### config.mk
export PLATFORM = sky130hd
export DESIGN_NAME = lshm_divider
export DESIGN_NICKNAME = d
export VERILOG_FILES = /design/src/hw/rtl/lshm_pkg.sv /design/src/hw/rtl/lshm_divider.sv
export SDC_FILE = /design/constraint.sdc
export NUM_CORES = 1
export LEC_CHECK = 0
export BUFFER_PORTS_ARGS = -buffer_cell sky130_fd_sc_hd__buf_4
export CAP_MARGIN = 25
export CORE_MARGIN = 2
export CORE_UTILIZATION = 43
export DETAILED_ROUTE_END_ITERATION = 10
export PLACE_DENSITY = 0.77
export SLEW_MARGIN = 20
export SYNTH_ARGS = -nofsm -noshare
export SYNTH_HDL_FRONTEND = slang
export SYNTH_SLANG_ARGS = --single-unit
### constraint.sdc
create_clock -name clock -period 3.1 [get_ports clock]
set_input_delay 0.31 -clock clock [delete_from_list [all_inputs] [get_ports clock]]
set_output_delay 0.31 -clock clock [all_outputs]
set_load 0.03 [all_outputs]
### src/hw/rtl/lshm_pkg.sv
`timescale 1ns / 1ps
// ----------------------------------------------------------------------------
// lshm_pkg
// shared types and constants of the latency histogram monitor
// ----------------------------------------------------------------------------
package lshm_pkg;

   localparam int NUM_SOURCES = 4;
   localparam int NUM_BINS    = 7;
   localparam int SRC_W       = 2;
   localparam int BIN_W       = 3;

   localparam logic [31:0] SLOW_RESET   = 32'd10000;
   localparam logic [31:0] WINDOW_RESET = 32'd10000000;
   // ceil(2^38 / 1000), exact quotient by 1000 for any 32-bit value
   localparam logic [31:0] MS_RECIP     = 32'd274877907;

   localparam logic [0:0] CSR_SLOW   = 1'b0;
   localparam logic [0:0] CSR_WINDOW = 1'b1;

   typedef enum logic [3:0] {
      KIND_WINDOW_MS = 4'd0,
      KIND_CALLS     = 4'd1,
      KIND_ERRORS    = 4'd2,
      KIND_SLOW      = 4'd3,
      KIND_TOTAL     = 4'd4,
      KIND_AVG       = 4'd5,
      KIND_MAX       = 4'd6,
      KIND_BUSY      = 4'd7,
      KIND_PACKETS   = 4'd8,
      KIND_BIN0      = 4'd9,
      KIND_BIN6      = 4'd15
   } kind_type;

   typedef enum logic [2:0] {
      ST_IDLE,
      ST_UPDATE,
      ST_SCALE,
      ST_DIV_AVG,
      ST_DIV_BUSY,
      ST_EMIT
   } state_type;

   typedef struct packed {
      logic [1:0]  source;
      logic [31:0] duration_us;
      logic        failed;
      logic [31:0] packet_count;
      logic [31:0] now_us;
   } req_type;

   typedef struct packed {
      logic [1:0]  report_source;
      logic [3:0]  stat_kind;
      logic [63:0] stat_value;
      logic        last;
   } rsp_type;

   typedef struct packed {
      logic        start;
      logic [63:0] dividend;
      logic [31:0] divisor;
   } div_cmd_type;

   typedef struct packed {
      logic        done;
      logic [63:0] quotient;
   } div_sts_type;

   function automatic logic [BIN_W-1:0] pick_bin(input logic [31:0] t);
      logic [BIN_W-1:0] b;
      if (t <= 32'd500) b = 3'd0;
      else if (t <= 32'd1000) b = 3'd1;
      else if (t <= 32'd2000) b = 3'd2;
      else if (t <= 32'd5000) b = 3'd3;
      else if (t <= 32'd10000) b = 3'd4;
      else if (t <= 32'd20000) b = 3'd5;
      else b = 3'd6;
      return b;
   endfunction

endpackage

### src/hw/rtl/lshm_divider.sv
`timescale 1ns / 1ps
// ----------------------------------------------------------------------------
// lshm_divider
// shared restoring divider, 64 by 32 bits, one quotient bit per cycle
// ----------------------------------------------------------------------------
module lshm_divider
   import lshm_pkg::*;
(
   input  logic        clock,
   input  logic        reset,
   input  div_cmd_type cmd,
   output div_sts_type sts
);

   logic [63:0] quo_ff, quo_in;
   logic [31:0] rem_ff, rem_in;
   logic [31:0] dvs_ff, dvs_in;
   logic [6:0]  cnt_ff, cnt_in;
   logic        busy_ff, busy_in;
   logic        done_ff, done_in;
   logic [32:0] trial;

   always_comb begin
      quo_in  = quo_ff;
      rem_in  = rem_ff;
      dvs_in  = dvs_ff;
      cnt_in  = cnt_ff;
      busy_in = busy_ff;
      done_in = 1'b0;
      trial   = {rem_ff, quo_ff[63]};
      if (cmd.start) begin
         quo_in  = cmd.dividend;
         rem_in  = '0;
         dvs_in  = cmd.divisor;
         cnt_in  = 7'd64;
         busy_in = 1'b1;
      end else if (busy_ff) begin
         // shift in next dividend bit, subtract when it fits
         if (trial >= {1'b0, dvs_ff}) begin
            rem_in = 32'(trial - {1'b0, dvs_ff});
            quo_in = {quo_ff[62:0], 1'b1};
         end else begin
            rem_in = trial[31:0];
            quo_in = {quo_ff[62:0], 1'b0};
         end
         cnt_in = cnt_ff - 7'd1;
         if (cnt_ff == 7'd1) begin
            busy_in = 1'b0;
            done_in = 1'b1;
         end
      end
   end

   always_ff @(posedge clock) begin
      quo_ff <= quo_in;
      rem_ff <= rem_in;
      dvs_ff <= dvs_in;
      cnt_ff <= cnt_in;
      if (reset) begin
         busy_ff <= 1'b0;
         done_ff <= 1'b0;
      end else begin
         busy_ff <= busy_in;
         done_ff <= done_in;
      end
   end

   assign sts.done     = done_ff;
   assign sts.quotient = quo_ff;

endmodule

* Word-level counts from Yosys, hierarchy flattened
Cells that the tools add are included.
Word-level totals: output and inout bits 65, logic and storage cells 21, register bits after elaboration 137, input bits 99
Operators by class: reduce and logical (&&, ||, !) cells 2, bitwise gates (word level) 1, add/subtract/negate cells 2, multiplexer cells 8, equal/unequal tests 1, $lt $le $gt $ge 1
Operators by type and width (count):
- two-way mux 64 bit | 2
- greater-or-equal comparator 33 x 32 -> 1 bit | 1
- two-way mux 32 bit | 1
- subtractor 32 bit | 1
- == test 7 x 1 -> 1 bit (second input constant) | 1
- subtractor 7 x 1 -> 7 bit (second input constant) | 1
- two-way mux 1 bit | 5
- OR reduction 3 bit | 1
- nonzero test 2 bit | 1
- inverter 1 bit | 1

* Depth between registers and ports, before layout
Gate-level depths: netlist (run 1).
depth after elaboration 4, depth in mapped cells 14, mapped depth without buffers 11

* Least setup slack after synthesis (run 1)
Ideal clock, no wire load.
path type reg-to-reg, start register dvs_ff[18], end register quo_ff[0] (data pin), required time 2.840 ns, period minus slack after synthesis 2.766 ns, path slack 0.334 ns, buffers on the path 2, setup time 0.260 ns, cell stages (with the launch flop) 12, data arrival time 2.506 ns, path through edfxtp_1 > inv_1 > ha_1 > a21oi_2 > o21ai_1 > or3b_1 > a221oi_2 > o31ai_2 > a31o_1 > buf_6 > buf_6 > mux2_2
Between the ends: cells in the longest elaborated chain, start to end 4
Ends and longest elaborated chain:
- from (decl) | RTL line lshm_divider.sv:17 | logic [31:0] dvs_ff, dvs_in;
- from (signal assigned) | RTL line lshm_divider.sv:57 | dvs_ff <= dvs_in;
- greater-or-equal comparator 33 x 32 -> 1 bit | RTL line lshm_divider.sv:39 | if (trial >= {1'b0, dvs_ff}) begin
- two-way mux 1 bit | RTL line lshm_divider.sv:39
- two-way mux 64 bit | RTL line lshm_divider.sv:37 | end else if (busy_ff) begin
- two-way mux 64 bit | RTL line lshm_divider.sv:31 | if (cmd.start) begin
- net quo_in[0] | RTL line lshm_divider.sv:15 | logic [63:0] quo_ff, quo_in;
- to (signal assigned) | RTL line lshm_divider.sv:55 | quo_ff <= quo_in;
- to (decl) | RTL line lshm_divider.sv:15
The timed path passes the listed nets, and every way through them passes these cells. The select of a mux whose other input is x is not followed. A chain may end at the register's enable or synchronous reset.

* Worst setup path in the final report (run 1)
Same ends and word-level chain as after synthesis.

==> summary.md, run 1 <==
| Metric | Value |
|---|---|
| Worst EP required | `roughly 3300 ps` |
| CP max stage delay | `430 ps` |
| CTS tree | `yes` |
| Io pins | `164` |
| Max VDD drop | `387.3 uV` |
| Post-synthesis cell count | `~670` |
| Overall global routing resource usage | `19.27%` |
| Detailed Route Iter0 Violations | `~280` |
| Die height | `135.3 um` |
| Final hold violation count | `0` |
| Yosys reg bits | `around 140` |
| Period utilization | `97.01%` |
| # fillers | `1,466` |
| DP Wirelength | `12,480 um` |
| Post-synth cell types | `57` |
| Worst-path cell chain | `inv_1 > ha_2 > a21oi_2 > o21ai_1 > or3b_1 > a221oi_2 > o31ai_4 > a31o_1 > buf_4 > mux2_2` |
| Avg Vias per Cell | `5.344` |
| Asr flop ratio synth | `0%` |
| Slew HR | `61.06%` |
| Max Fanout on Critical Path | `13` |
| F_max | `0.3325 GHz` |
| H-tree Lvls | `4` |
| Via count | `5,665` |
| Clock insertion delay at the later pin of the skew report | `approximately 430 ps` |
| CP endpoint | `quo_ff[0]` |
| WP buf/inv | `2` |
| # rows | `47` |
| Multi-input gate area | `0.003410 mm^2` |
| Port Buf Inserts | `between 150 and 200` |
| Congestion Overflow GR | `0` |
| Starting Density | `44.36%` |
| Clock buffer depth | `2` |
| Max cap viols | `0` |
| Final Worst Setup Slack | `a little over 90 ps` |
| Yosys warning count | `0` |
| Cts bufs inserted | `17` |
| Power per cell area | `605.9 mW/mm^2` |
| Layout cells sized above 1 | `33.93%` |
| Worst clock skew | `~8.7 ps` |
| Syn avg cell area | `11.12 um^2` |
| First-pass GRT wire length | `approximately 28,000 um` |
| Largest net degree at the start of global routing | `59` |
| Commonest cells after routing, fill and taps aside | `buf_4 (174), edfxtp_1 (96), mux2_2 (64), nor2_1 (59), inv_1 (41)` |
| Critical Path Stages | `10` |
| Reg clk slew, reported paths | `60 ps` |
| Crit path from | `dvs_ff[18]` |
| CP delay by family, top | `compound AO/OA/AOI/OAI gates` |
| Worst r2r src | `dvs_ff[18]` |
| Pwr Total | `5.748 mW` |
| Routability cong. | `0.8552` |
| CTS Root Cell | `clkbuf_16` |
| DRC viols | `0` |
| Crit path arrival time | `~3200 ps` |
| R2R setup slack | `90 ps` |
| Vias in the first global route | `5,530` |
| Outcome | `complete, no violations` |
| Final antenna diode count | `0` |
| Number of synthesized flops with an enable pin | `96` |
| Synthesized area | `0.007408 mm^2` |
| Average wire per standard cell | `16.52 um` |
| Final setup viols | `0` |
| Die X | `135.3 um` |
| Total wire length | `17,510 um` |
| Initial antenna violation count | `0` |
| Slowest CP cell | `or3b_1` |
| Sequential cell area | `0.003705 mm^2` |
| Die area | `0.01830 mm^2` |
| Predominant post-synthesis flop cell | `edfxtp_1` |
| P&R area growth vs syn | `28.04%` |
| Final Core Density | `~57%` |
| Reg-to-reg critical path endpoint | `quo_ff[0]` |
| Final Net Count | `961` |
| Syn_nets | `800` |
| DP Worst Slack | `146.7 ps` |
| Worst-Margin Slew | `584.2 ps` |
| Reg2reg path depth | `10` |
| Clock sink total | `137` |
| Max Slew Vio Count | `0` |
| Leading cell type in the layout, fill and taps excluded | `buf_4` |
| Worst setup EP type | `flip-flop` |
| Worst Hold Class | `in2reg` |
| Crit Path Category | `reg2reg` |
| Min Tclk post-route | `3007 ps` |
| Core Box Area | `0.01670 mm^2` |
| Final ANT Viol Nets | `0` |
| First drt pass iteration count | `4` |
| Hold buffer count at CTS | `0` |
| Crit path launch type | `flip-flop` |
| Worst hold slack | `~42 ps` |
| Leakage | `3.911 nW` |
| Sequential-to-total area share from yosys stat | `about half` |
-- cells by family (layout without fill, tap and decap cells) --
family                   after synthesis  after routing  share of synthesized area, %
flip-flops                           137            137                         49.99
buffers and inverters                 76            250                         4.273
XOR/XNOR                              32             32                         3.783
multiplexers                          88             88                         12.97
AO/OA/AOI/OAI                        135            135                         12.38
adder cells (fa/ha/maj)               35             35                         6.013
AND/OR/NAND/NOR                      163            163                         10.59
-- layer usage --
metal | track usage, % | share of wire [%] | vias to the layer above
li1 | - | - | 2806
met4 | 4.803 | 1.1 | 0
met2 | 31.19 | 48 | 151
met1 | 24.49 | 44 | 2695
met5 | 0 | 0 | -
met3 | 7.258 | 6.6 | 13
-- sequential cells by signal (all words and copies together) (netlist names) --
| register | cells |
|---|---|
| dvs_ff | 32 |
| rem_ff | 32 |
| done_ff | 1 |
| cnt_ff | 7 |
| quo_ff | 64 |
| busy_ff | 1 |
-- synth_stat cells (all sizes together) (2+ instances only) --
master | n | area share [%]
nand4 | 4 | 0.34
nand4b | 5 | 0.59
nor3 | 9 | 0.61
nand3 | 13 | 0.88
nand2b | 3 | 0.25
xnor2 | 17 | 2.0
buf | 13 | 1.1
nor4 | 6 | 0.51
a21oi | 30 | 2.1
a221oi | 2 | 0.32
ha | 34 | 5.7
inv | 41 | 2.1
dfxtp | 41 | 11
a21o | 6 | 0.61
clkbuf | 21 | 1.1
or2 | 2 | 0.17
mux2 | 64 | 9.7
a211oi | 27 | 2.7
or3 | 3 | 0.25
o21bai | 2 | 0.20
a31o | 2 | 0.24
nor2b | 5 | 0.42
o21ai | 24 | 1.7
o211ai | 4 | 0.41
o31ai | 6 | 0.68
and3 | 7 | 0.59
xor2 | 15 | 1.8
o21a | 7 | 0.71
a211o | 2 | 0.24
edfxtp | 96 | 39
nor3b | 2 | 0.20
nand2 | 37 | 1.9
nor2 | 59 | 3.0
a311oi | 8 | 0.95
a31oi | 7 | 0.59
and4 | 4 | 0.47
a21boi | 2 | 0.20
mux2i | 24 | 3.2
o221ai | 4 | 0.47
-- worst reg2reg max path: stages (launching register included) --
cell and delay, ps:
edfxtp_1 350, inv_1 60, ha_2 310, a21oi_2 190, o21ai_1 140, or3b_1 430
a221oi_2 380, o31ai_4 160, a31o_1 270, buf_4 200, mux2_2 270
-- worst min-delay path by stage --
stage | cells after the start | from | slack, ps | end
after floorplan | 1 | reset | 380 | busy_ff
after global placement | 2 | reset | 470 | busy_ff
after detailed placement | 2 | reset | 480 | busy_ff
after CTS | 2 | reset | 30 | busy_ff
after global routing | 1 | cmd[8] | 40 | dvs_ff[8]
final | 2 | reset | 40 | busy_ff
-- power breakdown --
group	internal [mW]	leakage, nW	switching (mW)
Clock	1.15	0.288	0.886
Combinational	0.628	2.33	0.805
Sequential	2.17	1.30	0.111
-- layout make-up --
cell class                      instances  share of cell area (%)
Sequential cell                       137                   39.06
Clock inverter                         15                   1.847
Multi-Input combinational cell        453                   35.95
Clock buffer                           17                   4.485
Tap cell                              220                   2.902
Timing Repair Buffer                  176                   14.10
Inverter                               42                   1.662
-- per-stage QoR --
step                      setup TNS, ps  instances  cell area, um^2
after CTS                             0       1059             9459
after detailed placement              0       1027             8852
after global placement                0       1027             8852
after global routing             -430.4       1060             9485
final                                 0       1060             9485
after floorplan                       0        666             7408
-- what timing repair did --
item	4_1_cts	5_1_grt
setup endpoints to repair	1	6
resized for setup	1	6
pin swaps	0	1
setup buffers	0	1
No activity file was read; power rests on OpenSTA's default activity.
==> run 2, diff against run 1 <==
--- a/config.mk
+++ b/config.mk
@@ -9,8 +9,10 @@
 export CAP_MARGIN = 25
 export CORE_MARGIN = 2
 export CORE_UTILIZATION = 43
+export CTS_BUF_LIST = sky130_fd_sc_hd__clkbuf_4
 export DETAILED_ROUTE_END_ITERATION = 10
 export PLACE_DENSITY = 0.77
+export REMOVE_ABC_BUFFERS = 1
 export SLEW_MARGIN = 20
 export SYNTH_ARGS = -nofsm -noshare
 export SYNTH_HDL_FRONTEND = slang
==> run 2 against run 1 <==
Maximum frequency grew 4.3%. First-iteration DRC count grew 23%. Die area unchanged. Via count rose by 4.4%. Non-clock buffer count increased by 72. Critical path type unchanged.
==> summary.md, run 2 (synthesis results as in run 1) <==
| Metric | Value |
|---|---|
| Outcome | `complete, no violations` |
| Commonest cells after routing, fill and taps aside | `buf_4 (173), edfxtp_1 (96), dlygate4sd3_1 (72), mux2_2 (64), nor2_1 (59)` |
| Setup_tns | `0 ps` |
| Min Tclk post-route | `2883 ps` |
| DP Wirelength | `12,160 um` |
| Congestion Overflow GR | `0` |
| P_int | `3.284 mW` |
| Worst hold slack | `around 53 ps` |
| Placed instance area | `0.008885 mm^2` |
| Leakage | `4.087 nW` |
| Slew HR | `between 60% and 70%` |
| Worst Hold Class | `in2reg` |
| Largest net degree at the start of global routing | `81` |
| CP max stage delay | `around 480 ps` |
| Largest Register | `quo_ff` |
| Initial antenna violation count | `1` |
| Via count | `between 5,000 and 6,000` |
| Max reg flops | `64` |
| DRC viols | `0` |
| Seq pwr share | `45.7%` |
| RSZ-0062 raised after global routing | `no` |
| Worst-Margin Slew | `about 570 ps` |
| Period utilization | `92.99%` |
| Clock buffer depth | `2` |
| First-pass GRT wire length | `29,880 um` |
| First drt pass iteration count | `4` |
| Regs by FF count | `quo_ff x64, dvs_ff x32, rem_ff x32` |
| Routability cong. | `0.8674` |
| Core Box Area | `around 0.017 mm^2` |
| H-tree Lvls | `4` |
| Die X | `135.3 um` |
| R2R setup slack | `220 ps` |
| Hold buffer count at CTS | `72` |
| Comb pwr share | `30.2%` |
| Avg Vias per Cell | `about 5.2` |
| Port Buf Inserts | `163` |
| Final instance area | `0.009891 mm^2` |
| Clk pwr share | `24.1%` |
| Vias in the first global route | `6,239` |
| Clock insertion delay at the later pin of the skew report | `around 560 ps` |
| Max VDD drop | `335.5 uV` |
| Reg clk slew, reported paths | `160 ps` |
| Max cap viols | `0` |
| Crit path arrival time | `~3300 ps` |
| Clock sink total | `137` |
| Crit path launch type | `flip-flop` |
| Die height | `135.3 um` |
| Final ANT Viol Nets | `0` |
| # rows | `47` |
| Sequential cell area | `0.003705 mm^2` |
| Die area | `approximately 0.018 mm^2` |
| Cts bufs inserted | `17` |
| Pwr Total | `4.976 mW` |
| # fillers | `1,453` |
| Overall global routing resource usage | `20.44%` |
| Final setup viols | `0` |
| Worst setup EP type | `flip-flop` |
| Final hold violation count | `0` |
| Switch Pwr | `about 1.7 mW` |
| Multi-input gate area | `0.003388 mm^2` |
| Crit Path Category | `reg2reg` |
| Detailed Route Iter0 Violations | `346` |
| Worst-path cell chain | `inv_1 > ha_1 > nor2b_1 > o21ai_1 > a21boi_1 > o21ai_2 > o31ai_2 > a31oi_1 > buf_4 > or3_1 > o221ai_1` |
| Final Net Count | `approximately 1,000` |
| CTS tree | `yes` |
| Slowest CP cell | `edfxtp_1` |
| Post-CTS Setup Inserts | `0` |
| CTS Root Cell | `clkbuf_4` |
| Max Fanout on Critical Path | `10` |
| Worst clock skew | `29.19 ps` |
| Total wire length | `between 15,000 and 20,000 um` |
| Layout cells sized above 1 | `30.70%` |
| F_max | `roughly 0.35 GHz` |
| P&R area growth vs syn | `33.51%` |
| Switch share | `33.99%` |
| Average wire per standard cell | `around 16 um` |
| Leading cell type in the layout, fill and taps excluded | `buf_4` |
| Number of gates resized after cts | `0` |
| Worst EP required | `3560 ps` |
| Io pins | `between 150 and 200` |
| Power per cell area | `503.1 mW/mm^2` |
| Starting Density | `between 40% and 50%` |
| Max Slew Vio Count | `0` |
==> run 2: area by class of cell <==
| class | instances | share of cell area [%] |
|---|---|---|
| Sequential cell | 137 | 37.46 |
| Multi-Input combinational cell | 453 | 34.26 |
| Timing Repair Buffer | 248 | 21.02 |
| Tap cell | 220 | 2.783 |
| Inverter | 42 | 1.594 |
| Clock inverter | 15 | 1.569 |
| Clock buffer | 17 | 1.290 |
| Antenna cell | 1 | 0.02530 |
==> run 2: path summary, 6_finish.rpt <==
kind / from / cells past startpoint / endpoint
hold reg to reg: cnt_ff[1] / 2 / cnt_ff[1]
hold / removal: cmd[67] / 2 / quo_ff[35]
setup / recovery: dvs_ff[1] / 11 / rem_ff[31]
setup reg to reg: dvs_ff[1] / 11 / rem_ff[31]
==> run 2: layer usage <==
metal	part of all wire [%]	global-route usage, %	vias up
met3	7.2	6.921	23
met1	43	24.94	2788
met5	0	0	-
met2	49	34.69	178
met4	1.4	5.498	0
li1	-	-	2928
==> run 2: power groups by stage <==
| stage | Sequential (mW) | Clock [mW] | Combinational [mW] |
|---|---|---|---|
| global placement | 2.31 | 0 | 1.40 |
| global route | 2.30 | 1.31 | 1.64 |
| finish | 2.28 | 1.20 | 1.50 |
| CTS | 2.27 | 1.25 | 1.50 |
| detailed placement | 2.31 | 0 | 1.42 |
| floorplan | 2.48 | 0 | 0.758 |
==> run 2: worst max-delay path: cells and delay by family, from the launching register on <==
family | cells | cell delay (ps)
DFF | 1 | 480
AOI/OAI and AO/OA | 6 | 1210
buffers and inverters | 2 | 280
and+or+nand+nor | 2 | 550
adders and majority gates | 1 | 280
==> run 2: metrics by stage <==
stage / setup WS (ps) / utilization (%) / std cells
2_1_floorplan: -90.47 / - / 632
3_3_place_gp: 289.5 / 53.20 / 1028
3_5_place_dp: 256.0 / 53.20 / 1028
4_1_cts: 227.0 / 59.21 / 1132
5_1_grt: 7.372 / 59.22 / 1133
6_report: 217.2 / 59.22 / 1133
